### config.mk
export PLATFORM = sky130hd
export DESIGN_NAME = surface_alpha_over_blend
export DESIGN_NICKNAME = d
export VERILOG_FILES = /design/src/hdl/soab_pkg.sv /design/src/hdl/surface_alpha_over_blend.sv
export SDC_FILE = /design/constraint.sdc
export NUM_CORES = 2
export LEC_CHECK = 0
export BUFFER_PORTS_ARGS = -buffer_cell sky130_fd_sc_hd__buf_2
export CAP_MARGIN = 5
export CORE_MARGIN = 2
export CORE_UTILIZATION = 58
export DETAILED_ROUTE_END_ITERATION = 7
export GPL_ROUTABILITY_DRIVEN = 0
export PLACE_DENSITY = 0.77
export SYNTH_ARGS = -nofsm -noshare
export SYNTH_HDL_FRONTEND = slang
export SYNTH_SLANG_ARGS = --single-unit
export TNS_END_PERCENT = 100
### constraint.sdc
create_clock -name clk -period 6.6 [get_ports clk]
set_clock_uncertainty 0.1 [all_clocks]
set_input_delay 0.66 -clock clk [delete_from_list [all_inputs] [get_ports clk]]
set_output_delay 0.66 -clock clk [all_outputs]
set_load 0.02 [all_outputs]
### src/hdl/soab_pkg.sv
// Shared constants, types and arithmetic helpers for the surface alpha blend block.
// Depends on nothing; used by hdl/surface_alpha_over_blend.sv.
`timescale 1ns / 1ps
`default_nettype none

package soab_pkg;

	localparam int unsigned PIX_W     = 32;
	localparam int unsigned CHAN_W    = 8;
	localparam int unsigned CFG_IDX_W = 2;

	localparam logic [CHAN_W-1:0] CHAN_MAX = 8'hFF;

	// Configuration register indexes.
	localparam logic [CFG_IDX_W-1:0] REG_SURFACE_ALPHA = 2'd0;
	localparam logic [CFG_IDX_W-1:0] REG_KEY_ENABLE    = 2'd1;
	localparam logic [CFG_IDX_W-1:0] REG_COLOR_KEY     = 2'd2;

	// Colour lanes, numbered by their byte position in the pixel.
	localparam int unsigned LANES  = 3;
	localparam int unsigned LANE_B = 0;
	localparam int unsigned LANE_G = 1;
	localparam int unsigned LANE_R = 2;

	// Divider numerator width and how many restoring steps each stage does.
	localparam int unsigned NUM_W           = 18;
	localparam int unsigned STEPS_PER_STAGE = 3;
	localparam int unsigned DIV_STAGES      = NUM_W / STEPS_PER_STAGE;
	// Input register, two multiply stages, numerator stage, divider, output register.
	localparam int unsigned PIPE_DEPTH      = DIV_STAGES + 5;

	typedef struct packed {
		logic [CHAN_W-1:0] rem;
		logic [NUM_W-1:0]  num;
		logic [CHAN_W-1:0] quo;
		logic [CHAN_W-1:0] raw;
	} div_lane_t;

	typedef struct packed {
		logic                   keyed;
		logic [CHAN_W-1:0]      alpha;
		logic [PIX_W-1:0]       dst;
		div_lane_t [LANES-1:0]  lane;
	} div_stage_t;

	// One restoring division step: returns the quotient bit above the new remainder.
	function automatic logic [CHAN_W:0] div_step(input logic [CHAN_W-1:0] rem,
			input logic nb, input logic [CHAN_W-1:0] dvs);
		logic [CHAN_W:0] part;
		logic [CHAN_W:0] diff;
		part = {rem, nb};
		diff = part - {1'b0, dvs};
		if (part >= {1'b0, dvs}) begin
			return {1'b1, diff[CHAN_W-1:0]};
		end
		return {1'b0, part[CHAN_W-1:0]};
	endfunction

	// Exact floor(x / 255) for any product of two bytes.
	function automatic logic [CHAN_W-1:0] div255(input logic [2*CHAN_W-1:0] x);
		logic [2*CHAN_W:0] t;
		t = {1'b0, x} + {{(CHAN_W+1){1'b0}}, x[2*CHAN_W-1:CHAN_W]} + 17'd1;
		return t[2*CHAN_W-1:CHAN_W];
	endfunction

endpackage

`default_nettype wire

### src/hdl/surface_alpha_over_blend.sv
// Top level of the surface alpha "over" blend: config registers, blend pipeline and divider.
// Depends on hdl/soab_pkg.sv.
`timescale 1ns / 1ps
`default_nettype none

// One pixel pair is taken on every clock at which start is high; busy is never raised, so
// the block sustains one pixel per clock. Each pixel gives exactly one result, shown for a
// single cycle with result_valid high, from the registered output stage; the
// receiver cannot stall the pipeline and must take every result. Most of the pipeline is
// the per-channel division by the output alpha, an 18-step restoring divider spread over
// six stages of three steps, behind an input stage, two multiply stages and a numerator
// stage, with a registered output. Configuration writes are always accepted and apply to
// pixels started after the write; they should only be made while no pixel is in flight.
module surface_alpha_over_blend (
	input  wire logic                           clk,
	input  wire logic                           arst_n,
	input  wire logic                           start,
	output logic                                busy,
	input  wire logic [soab_pkg::PIX_W-1:0]     source_pixel,
	input  wire logic [soab_pkg::PIX_W-1:0]     dest_pixel,
	output logic                                result_valid,
	output logic [soab_pkg::PIX_W-1:0]          blended_pixel,
	output logic                                write_enable,
	input  wire logic                           cfg_valid,
	output logic                                cfg_ready,
	input  wire logic [soab_pkg::CFG_IDX_W-1:0] cfg_index,
	input  wire logic [soab_pkg::PIX_W-1:0]     cfg_data
);

	localparam int unsigned CW = soab_pkg::CHAN_W;
	localparam int unsigned PW = soab_pkg::PIX_W;
	localparam int unsigned NL = soab_pkg::LANES;
	localparam int unsigned DS = soab_pkg::DIV_STAGES;
	localparam int unsigned NW = soab_pkg::NUM_W;

	// Configuration registers.
	logic [CW-1:0] surface_alpha_q;
	logic          key_enable_q;
	logic [PW-1:0] color_key_q;

	assign cfg_ready = 1'b1;
	assign busy      = 1'b0;

	always_ff @(posedge clk or negedge arst_n) begin
		if (!arst_n) begin
			surface_alpha_q <= soab_pkg::CHAN_MAX;
			key_enable_q    <= 1'b0;
			color_key_q     <= '0;
		end else if (cfg_valid && cfg_ready) begin
			case (cfg_index)
				soab_pkg::REG_SURFACE_ALPHA: surface_alpha_q <= cfg_data[CW-1:0];
				soab_pkg::REG_KEY_ENABLE:    key_enable_q    <= cfg_data[0];
				soab_pkg::REG_COLOR_KEY:     color_key_q     <= cfg_data;
				default: ;
			endcase
		end
	end

	// Stage 1: capture the beat and decide colour keying.
	logic          valid_s1;
	logic          keyed_s1;
	logic [PW-1:0] src_s1;
	logic [PW-1:0] dst_s1;
	logic [CW-1:0] sa_s1;

	always_ff @(posedge clk or negedge arst_n) begin
		if (!arst_n) begin
			valid_s1 <= 1'b0;
		end else begin
			valid_s1 <= start && !busy;
		end
	end

	always_ff @(posedge clk) begin
		keyed_s1 <= key_enable_q && (source_pixel == color_key_q);
		src_s1   <= source_pixel;
		dst_s1   <= dest_pixel;
		sa_s1    <= surface_alpha_q;
	end

	// Stage 2: first round of byte products.
	logic            valid_s2;
	logic            keyed_s2;
	logic [PW-1:0]   dst_s2;
	logic [CW-1:0]   sa_s2;
	logic [CW-1:0]   da_s2;
	logic [2*CW-1:0] sada_s2;
	logic [2*CW-1:0] dmul_s2 [NL];
	logic [2*CW-1:0] smul_s2 [NL];
	logic [CW-1:0]   inv_sa;

	assign inv_sa = soab_pkg::CHAN_MAX - sa_s1;

	always_ff @(posedge clk or negedge arst_n) begin
		if (!arst_n) begin
			valid_s2 <= 1'b0;
		end else begin
			valid_s2 <= valid_s1;
		end
	end

	always_ff @(posedge clk) begin
		keyed_s2 <= keyed_s1;
		dst_s2   <= dst_s1;
		sa_s2    <= sa_s1;
		da_s2    <= dst_s1[PW-1 -: CW];
		sada_s2  <= {{CW{1'b0}}, sa_s1} * {{CW{1'b0}}, dst_s1[PW-1 -: CW]};
		for (int l = 0; l < NL; l++) begin
			dmul_s2[l] <= {{CW{1'b0}}, dst_s1[CW*l +: CW]} * {{CW{1'b0}}, inv_sa};
			smul_s2[l] <= {{CW{1'b0}}, src_s1[CW*l +: CW]} * {{CW{1'b0}}, sa_s1};
		end
	end

	// Stage 3: scale the destination terms by its alpha and form the output alpha.
	logic            valid_s3;
	logic            keyed_s3;
	logic [PW-1:0]   dst_s3;
	logic [CW-1:0]   alpha_s3;
	logic [3*CW-1:0] dtri_s3 [NL];
	logic [2*CW-1:0] smul_s3 [NL];
	logic [CW:0]     alpha_sum;

	assign alpha_sum = {1'b0, sa_s2} + {1'b0, da_s2} - {1'b0, soab_pkg::div255(sada_s2)};

	always_ff @(posedge clk or negedge arst_n) begin
		if (!arst_n) begin
			valid_s3 <= 1'b0;
		end else begin
			valid_s3 <= valid_s2;
		end
	end

	always_ff @(posedge clk) begin
		keyed_s3 <= keyed_s2;
		dst_s3   <= dst_s2;
		alpha_s3 <= alpha_sum[CW-1:0];
		for (int l = 0; l < NL; l++) begin
			dtri_s3[l] <= {{CW{1'b0}}, dmul_s2[l]} * {{(2*CW){1'b0}}, da_s2};
			smul_s3[l] <= smul_s2[l];
		end
	end

	// Stage 4: channel sums, shifted down so that the wanted quotient byte is the lowest.
	// Only the bits above the lane's byte position are kept, as floor(floor(x/2^k)/a)
	// equals floor(floor(x/a)/2^k).
	logic [PW-1:0]       red_sum;
	logic [3*CW:0]       green_sum;
	logic [2*CW:0]       blue_sum;
	logic [NW-1:0]       num_in [NL];
	soab_pkg::div_stage_t div_in;

	assign red_sum   = {dtri_s3[soab_pkg::LANE_R], {CW{1'b0}}}
			+ {smul_s3[soab_pkg::LANE_R], {(2*CW){1'b0}}};
	assign green_sum = {1'b0, dtri_s3[soab_pkg::LANE_G]}
			+ {1'b0, smul_s3[soab_pkg::LANE_G], {CW{1'b0}}};
	assign blue_sum  = {1'b0, dtri_s3[soab_pkg::LANE_B][3*CW-1:CW]}
			+ {1'b0, smul_s3[soab_pkg::LANE_B]};

	always_comb begin
		num_in[soab_pkg::LANE_R] = {{(NW-2*CW){1'b0}}, red_sum[PW-1:2*CW]};
		num_in[soab_pkg::LANE_G] = {{(NW-2*CW-1){1'b0}}, green_sum[3*CW:CW]};
		num_in[soab_pkg::LANE_B] = {{(NW-2*CW-1){1'b0}}, blue_sum};
		div_in.keyed = keyed_s3;
		div_in.alpha = alpha_s3;
		div_in.dst   = dst_s3;
		for (int l = 0; l < NL; l++) begin
			div_in.lane[l].rem = '0;
			div_in.lane[l].num = num_in[l];
			div_in.lane[l].quo = '0;
			div_in.lane[l].raw = num_in[l][CW-1:0];
		end
	end

	// Divider pipeline: element 0 is stage 4, element DS is stage 10.
	logic                 div_vld_s [DS+1];
	soab_pkg::div_stage_t div_s     [DS+1];
	soab_pkg::div_stage_t div_nxt   [1:DS];

	always_ff @(posedge clk or negedge arst_n) begin
		if (!arst_n) begin
			div_vld_s[0] <= 1'b0;
		end else begin
			div_vld_s[0] <= valid_s3;
		end
	end

	always_ff @(posedge clk) begin
		div_s[0] <= div_in;
	end

	for (genvar k = 1; k <= DS; k++) begin : g_div
		always_comb begin
			soab_pkg::div_stage_t st;
			logic [CW:0]          res;
			st = div_s[k-1];
			for (int l = 0; l < NL; l++) begin
				for (int j = 0; j < soab_pkg::STEPS_PER_STAGE; j++) begin
					res = soab_pkg::div_step(st.lane[l].rem, st.lane[l].num[NW-1], st.alpha);
					st.lane[l].rem = res[CW-1:0];
					st.lane[l].num = {st.lane[l].num[NW-2:0], 1'b0};
					st.lane[l].quo = {st.lane[l].quo[CW-2:0], res[CW]};
				end
			end
			div_nxt[k] = st;
		end

		always_ff @(posedge clk or negedge arst_n) begin
			if (!arst_n) begin
				div_vld_s[k] <= 1'b0;
			end else begin
				div_vld_s[k] <= div_vld_s[k-1];
			end
		end

		always_ff @(posedge clk) begin
			div_s[k] <= div_nxt[k];
		end
	end

	// Stage 11: output register. With zero output alpha no division applies.
	soab_pkg::div_stage_t fin;
	logic [PW-1:0]        blend_word;

	assign fin = div_s[DS];

	always_comb begin
		blend_word[PW-1 -: CW] = fin.alpha;
		for (int l = 0; l < NL; l++) begin
			blend_word[CW*l +: CW] = (fin.alpha == '0) ? fin.lane[l].raw : fin.lane[l].quo;
		end
	end

	logic          valid_s11;
	logic [PW-1:0] pixel_s11;
	logic          we_s11;

	always_ff @(posedge clk or negedge arst_n) begin
		if (!arst_n) begin
			valid_s11 <= 1'b0;
		end else begin
			valid_s11 <= div_vld_s[DS];
		end
	end

	always_ff @(posedge clk) begin
		pixel_s11 <= fin.keyed ? fin.dst : blend_word;
		we_s11    <= !fin.keyed;
	end

	assign result_valid  = valid_s11;
	assign blended_pixel = pixel_s11;
	assign write_enable  = we_s11;

`ifndef NO_ASSERTIONS
	// A suppressed write can only come from a beat that matched the colour key.
	a_keyed_origin: assert property (@(posedge clk) disable iff (!arst_n)
		result_valid && !write_enable |->
			$past(valid_s1 && keyed_s1, soab_pkg::PIPE_DEPTH - 1))
		else $error("suppressed write without a keyed source beat");

	// The alpha byte of a written result is the alpha formed in stage 3.
	a_alpha_carried: assert property (@(posedge clk) disable iff (!arst_n)
		result_valid && write_enable |->
			blended_pixel[PW-1 -: CW] == $past(alpha_s3, soab_pkg::PIPE_DEPTH - 3))
		else $error("output alpha differs from the alpha formed in stage 3");

	// Output alpha is zero only when both source and destination alpha are zero.
	a_alpha_zero: assert property (@(posedge clk) disable iff (!arst_n)
		valid_s3 && alpha_s3 == '0 |-> $past(sa_s2 == '0 && da_s2 == '0))
		else $error("zero output alpha from nonzero input alpha");

	// Every beat that enters the divider leaves it as a result.
	a_no_loss: assert property (@(posedge clk) disable iff (!arst_n)
		div_vld_s[0] |-> ##(DS + 1) result_valid)
		else $error("beat lost in the divider pipeline");
`endif

endmodule

`default_nettype wire
==> impl_metrics.env <==
export IMPL_max_freq_mhz=158.5
export IMPL_grt_max_degree=58
export IMPL_worstHoldStart="source_pixel[21]"
export IMPL_drt_drc_violations_left=0
export IMPL_synthCells=7121
export IMPL_yosysUniqueCellTypes=99
export IMPL_synth_area_leaders="dfxtp_1 (30%), fa_1 (16%), ha_1 (15%), inv_1 (4.7%), xnor2_1 (4.0%)"
export IMPL_synth_top_family_by_area="adder cells"
export IMPL_grt_util_met3=0.04154
export IMPL_cp_max_fo=10
export IMPL_arrival_ns=6.84
export IMPL_cts_reportedPaths_clkPinSlew_ns=0.06
export IMPL_cp_startpoint="div_s[3][163]"
export IMPL_drv_cap=0
export IMPL_dp_cells=8890
export IMPL_reg2reg_slack_ns=0.29
export IMPL_drtPass1Iterations=6
export IMPL_syn_avg_cell_area_sq_um=10.01
export IMPL_synth_ff_type="dfxtp_1"
export IMPL_antenna_found_initial=11
export IMPL_grt_pass1_wl_um=266000
export IMPL_worstSkewPairLatency_ns=0.76
export IMPL_synth_edff_count=0
export IMPL_overflow=0
export IMPL_antenna_left=0
export IMPL_final_min_clock_period_ns=6.309
export IMPL_ys_ff_latch=1122
export IMPL_setup_violations_final=0
export IMPL_ioPinCount=138
export IMPL_clockRootBuffer="clkbuf_16"
export IMPL_r2r_start="div_s[3][163]"
export IMPL_slew_headroom=0.3705
export IMPL_drt_total_wl_um=164500
export IMPL_grt_busiest_layer="met2"
export IMPL_dieArea_sq_mm=0.1257
export IMPL_status="finished, final reports clean"
export IMPL_numCtsBuffers=111
export IMPL_crit_type="reg2reg"
export IMPL_async_flop_share=0.04635
export IMPL_post_route_period_util=0.9559
export IMPL_synth_xor_area_frac=0.05307
export IMPL_h_tree_depth=3
export IMPL_fin_area_sq_mm=0.07983
export IMPL_dp_hpwl_um=125200
export IMPL_cts_sinks=1122
export IMPL_cts_tree="yes"
export IMPL_yosys_area_share_adder=0.3027
export IMPL_synth_nets=8613
export IMPL_die_y_um=354.6
export IMPL_first_global_vias=52730
export IMPL_via_count=50770
export IMPL_final_core_utilization=0.6550
export IMPL_synth_area_sq_mm=0.07129
export IMPL_initialDrtViolationCount=3250
export IMPL_cts_buffer_depth=3
export IMPL_whs_path_depth=1
export IMPL_rows=128
export IMPL_worstHoldPathType="in2reg"
export IMPL_initial_utilization=0.5850
export IMPL_syn_to_final_growth_pct=11.97
export IMPL_use_met2=0.4494
export IMPL_synthMuxAreaShare=0.04768
export IMPL_vias_per_cell=5.518
export IMPL_layout_nets=8971
export IMPL_io_buffers=135
export IMPL_yosys_area_top_type="dfxtp_1"
export IMPL_seq_area_frac_synth=0.3189
export IMPL_met1_usage=0.3290
export IMPL_worstPathRequired_ns=7.13
export IMPL_synth_simple_gate_area_frac=0.1305
export IMPL_die_x_um=354.6
export IMPL_postPlaceCellArea_sq_mm=0.07475
export IMPL_ys_warn_count=0
export IMPL_wire_per_inst_um=17.89
export IMPL_max_slew_worst_pin_slew_ns=0.9430
export IMPL_grt_usage=0.2604
export IMPL_hold_violations=0
export IMPL_yosysTopAreaCellShare=0.3005
export IMPL_slew_viol_final=0
export IMPL_tns_ns=0
export IMPL_drive_above_1_share=0.1172
export IMPL_instances_no_fill=9200
export IMPL_ff2ff_path_depth=26
export IMPL_synth_compound_area_share=0.09237
export IMPL_cp_end_kind="register"
export IMPL_core_region_area_sq_mm=0.1219
export IMPL_worstSetupStartpointType="register"
## Yosys cell counts (all sizes together), types with 14 or more instances
master / n
dfxtp: 1070
inv: 889
ha: 832
fa: 558
nand2: 539
xnor2: 326
nor2: 317
and2: 315
a21oi: 282
o21ai: 260
mux2: 225
nor2b: 206
nand2b: 145
clkbuf: 124
a21o: 110
xor2: 106
mux2i: 82
nand3: 72
nor3: 72
nand4: 62
o21a: 57
o21bai: 49
dfrtp: 44
a21boi: 40
or3: 23
a31oi: 22
and3: 21
a221o: 20
buf: 18
or2: 15
a211oi: 14
o31ai: 14
## cell usage in the layout, fill, tap and decap left out, types with 23 or more instances in the layout
master,n
inv_1,880
o21bai_1,49
fa_1,558
nor2b_1,205
nand3_1,71
buf_2,136
o21ai_1,37
a21boi_0,34
nand4_1,62
dfxtp_1,1053
nor3_1,70
o21ai_0,217
nor2_1,315
and2_1,315
o21a_1,57
dlygate4sd3_1,55
dfrtp_1,44
nand2_1,536
nand2b_1,145
clkbuf_16,111
ha_1,829
buf_4,183
a21oi_1,262
mux2_2,205
xor2_1,106
a21o_1,109
or3_1,23
mux2i_1,72
xnor2_1,326
## logic make-up after synthesis
family,count (synthesis)
flops,1122
buf+inv,1031
other cells,2
fa+ha+maj,1390
compound gates,999
mux,307
xor+xnor,432
simple gates,1838
## sequential cells by signal (all words and copies together) (netlist names), 16 cells and up
name / flops
dtri_s3: 48
src_s1: 24
dst_s2: 24
smul_s2: 48
dst_s3: 32
color_key_q: 32
dmul_s2: 48
smul_s3: 48
sada_s2: 16
div_s: 682
dst_s1: 32
blended_pixel: 32
## per-stage QoR
stage | setup WS [ns] | hold slack, ns
floorplan | -0.01576 | 0.2096
global placement | 0.06399 | 0.2098
detailed placement | 0.07482 | 0.2121
CTS | 0.04746 | 0.01725
global route | -0.09478 | 0.01658
finish | 0.2911 | 0.04542
## path summary, 6_finish.rpt
path                              endpoint
max                           div_s[4][82]
min                             src_s1[21]
max reg2reg                   div_s[4][82]
min reg2reg                 smul_s3[0][28]
max in group asynchronous  color_key_q[30]
min in group asynchronous  color_key_q[19]
## repair_timing
item / 4_1_cts / 5_1_grt
buffers inserted: 0 / 43
hold endpoints to repair: 98 / 0
gates cloned: 0 / 2
resized for setup: 1 / 95
pin swaps: 0 / 20
endpoints found under the setup margin: 7 / 105
hold buffers: 55 / 0
## final cells by class
class	count	area [sq um]
tap	1625	2033
sequential	1122	22760
inverter	889	3359
clock buffer	144	3082
timing repair buffer	385	2825
antenna	1	2.502
clock inverter	64	774.5
multi-input combinational	4970	44990
fill	9111	42050
## critical path, stage by stage (launching register included)
cell and delay [ns]:
dfxtp_1 0.47, inv_1 0.18, buf_4 0.24, ha_1 0.37, o21ai_0 0.18, nand2b_1 0.08
o41ai_2 0.05, buf_4 0.18, o2bb2ai_4 0.18, mux2_2 0.39, ha_1 0.35, o21ai_1 0.11
a21boi_1 0.21, o21ai_1 0.13, a21oi_1 0.25, o21ai_2 0.10, nand2_2 0.13, mux2i_2 0.27
ha_1 0.30, a21o_1 0.19, a21oi_2 0.17, o21ai_0 0.15, o21a_1 0.20, o21a_1 0.18
o32a_1 0.41, a21oi_4 0.24, mux2_2 0.36
## layer usage
| layer | up-vias | routed length (um) |
|---|---|---|
| met1 | 24690 | 69640 |
| met2 | 1470 | 79490 |
| li1 | 24180 | - |
| met5 | - | 31 |
| met3 | 422 | 9281 |
| met4 | 4 | 6103 |
Power is not shown: default switching activity piles up to over one toggle a cycle in this logic, so the estimate is an artifact.
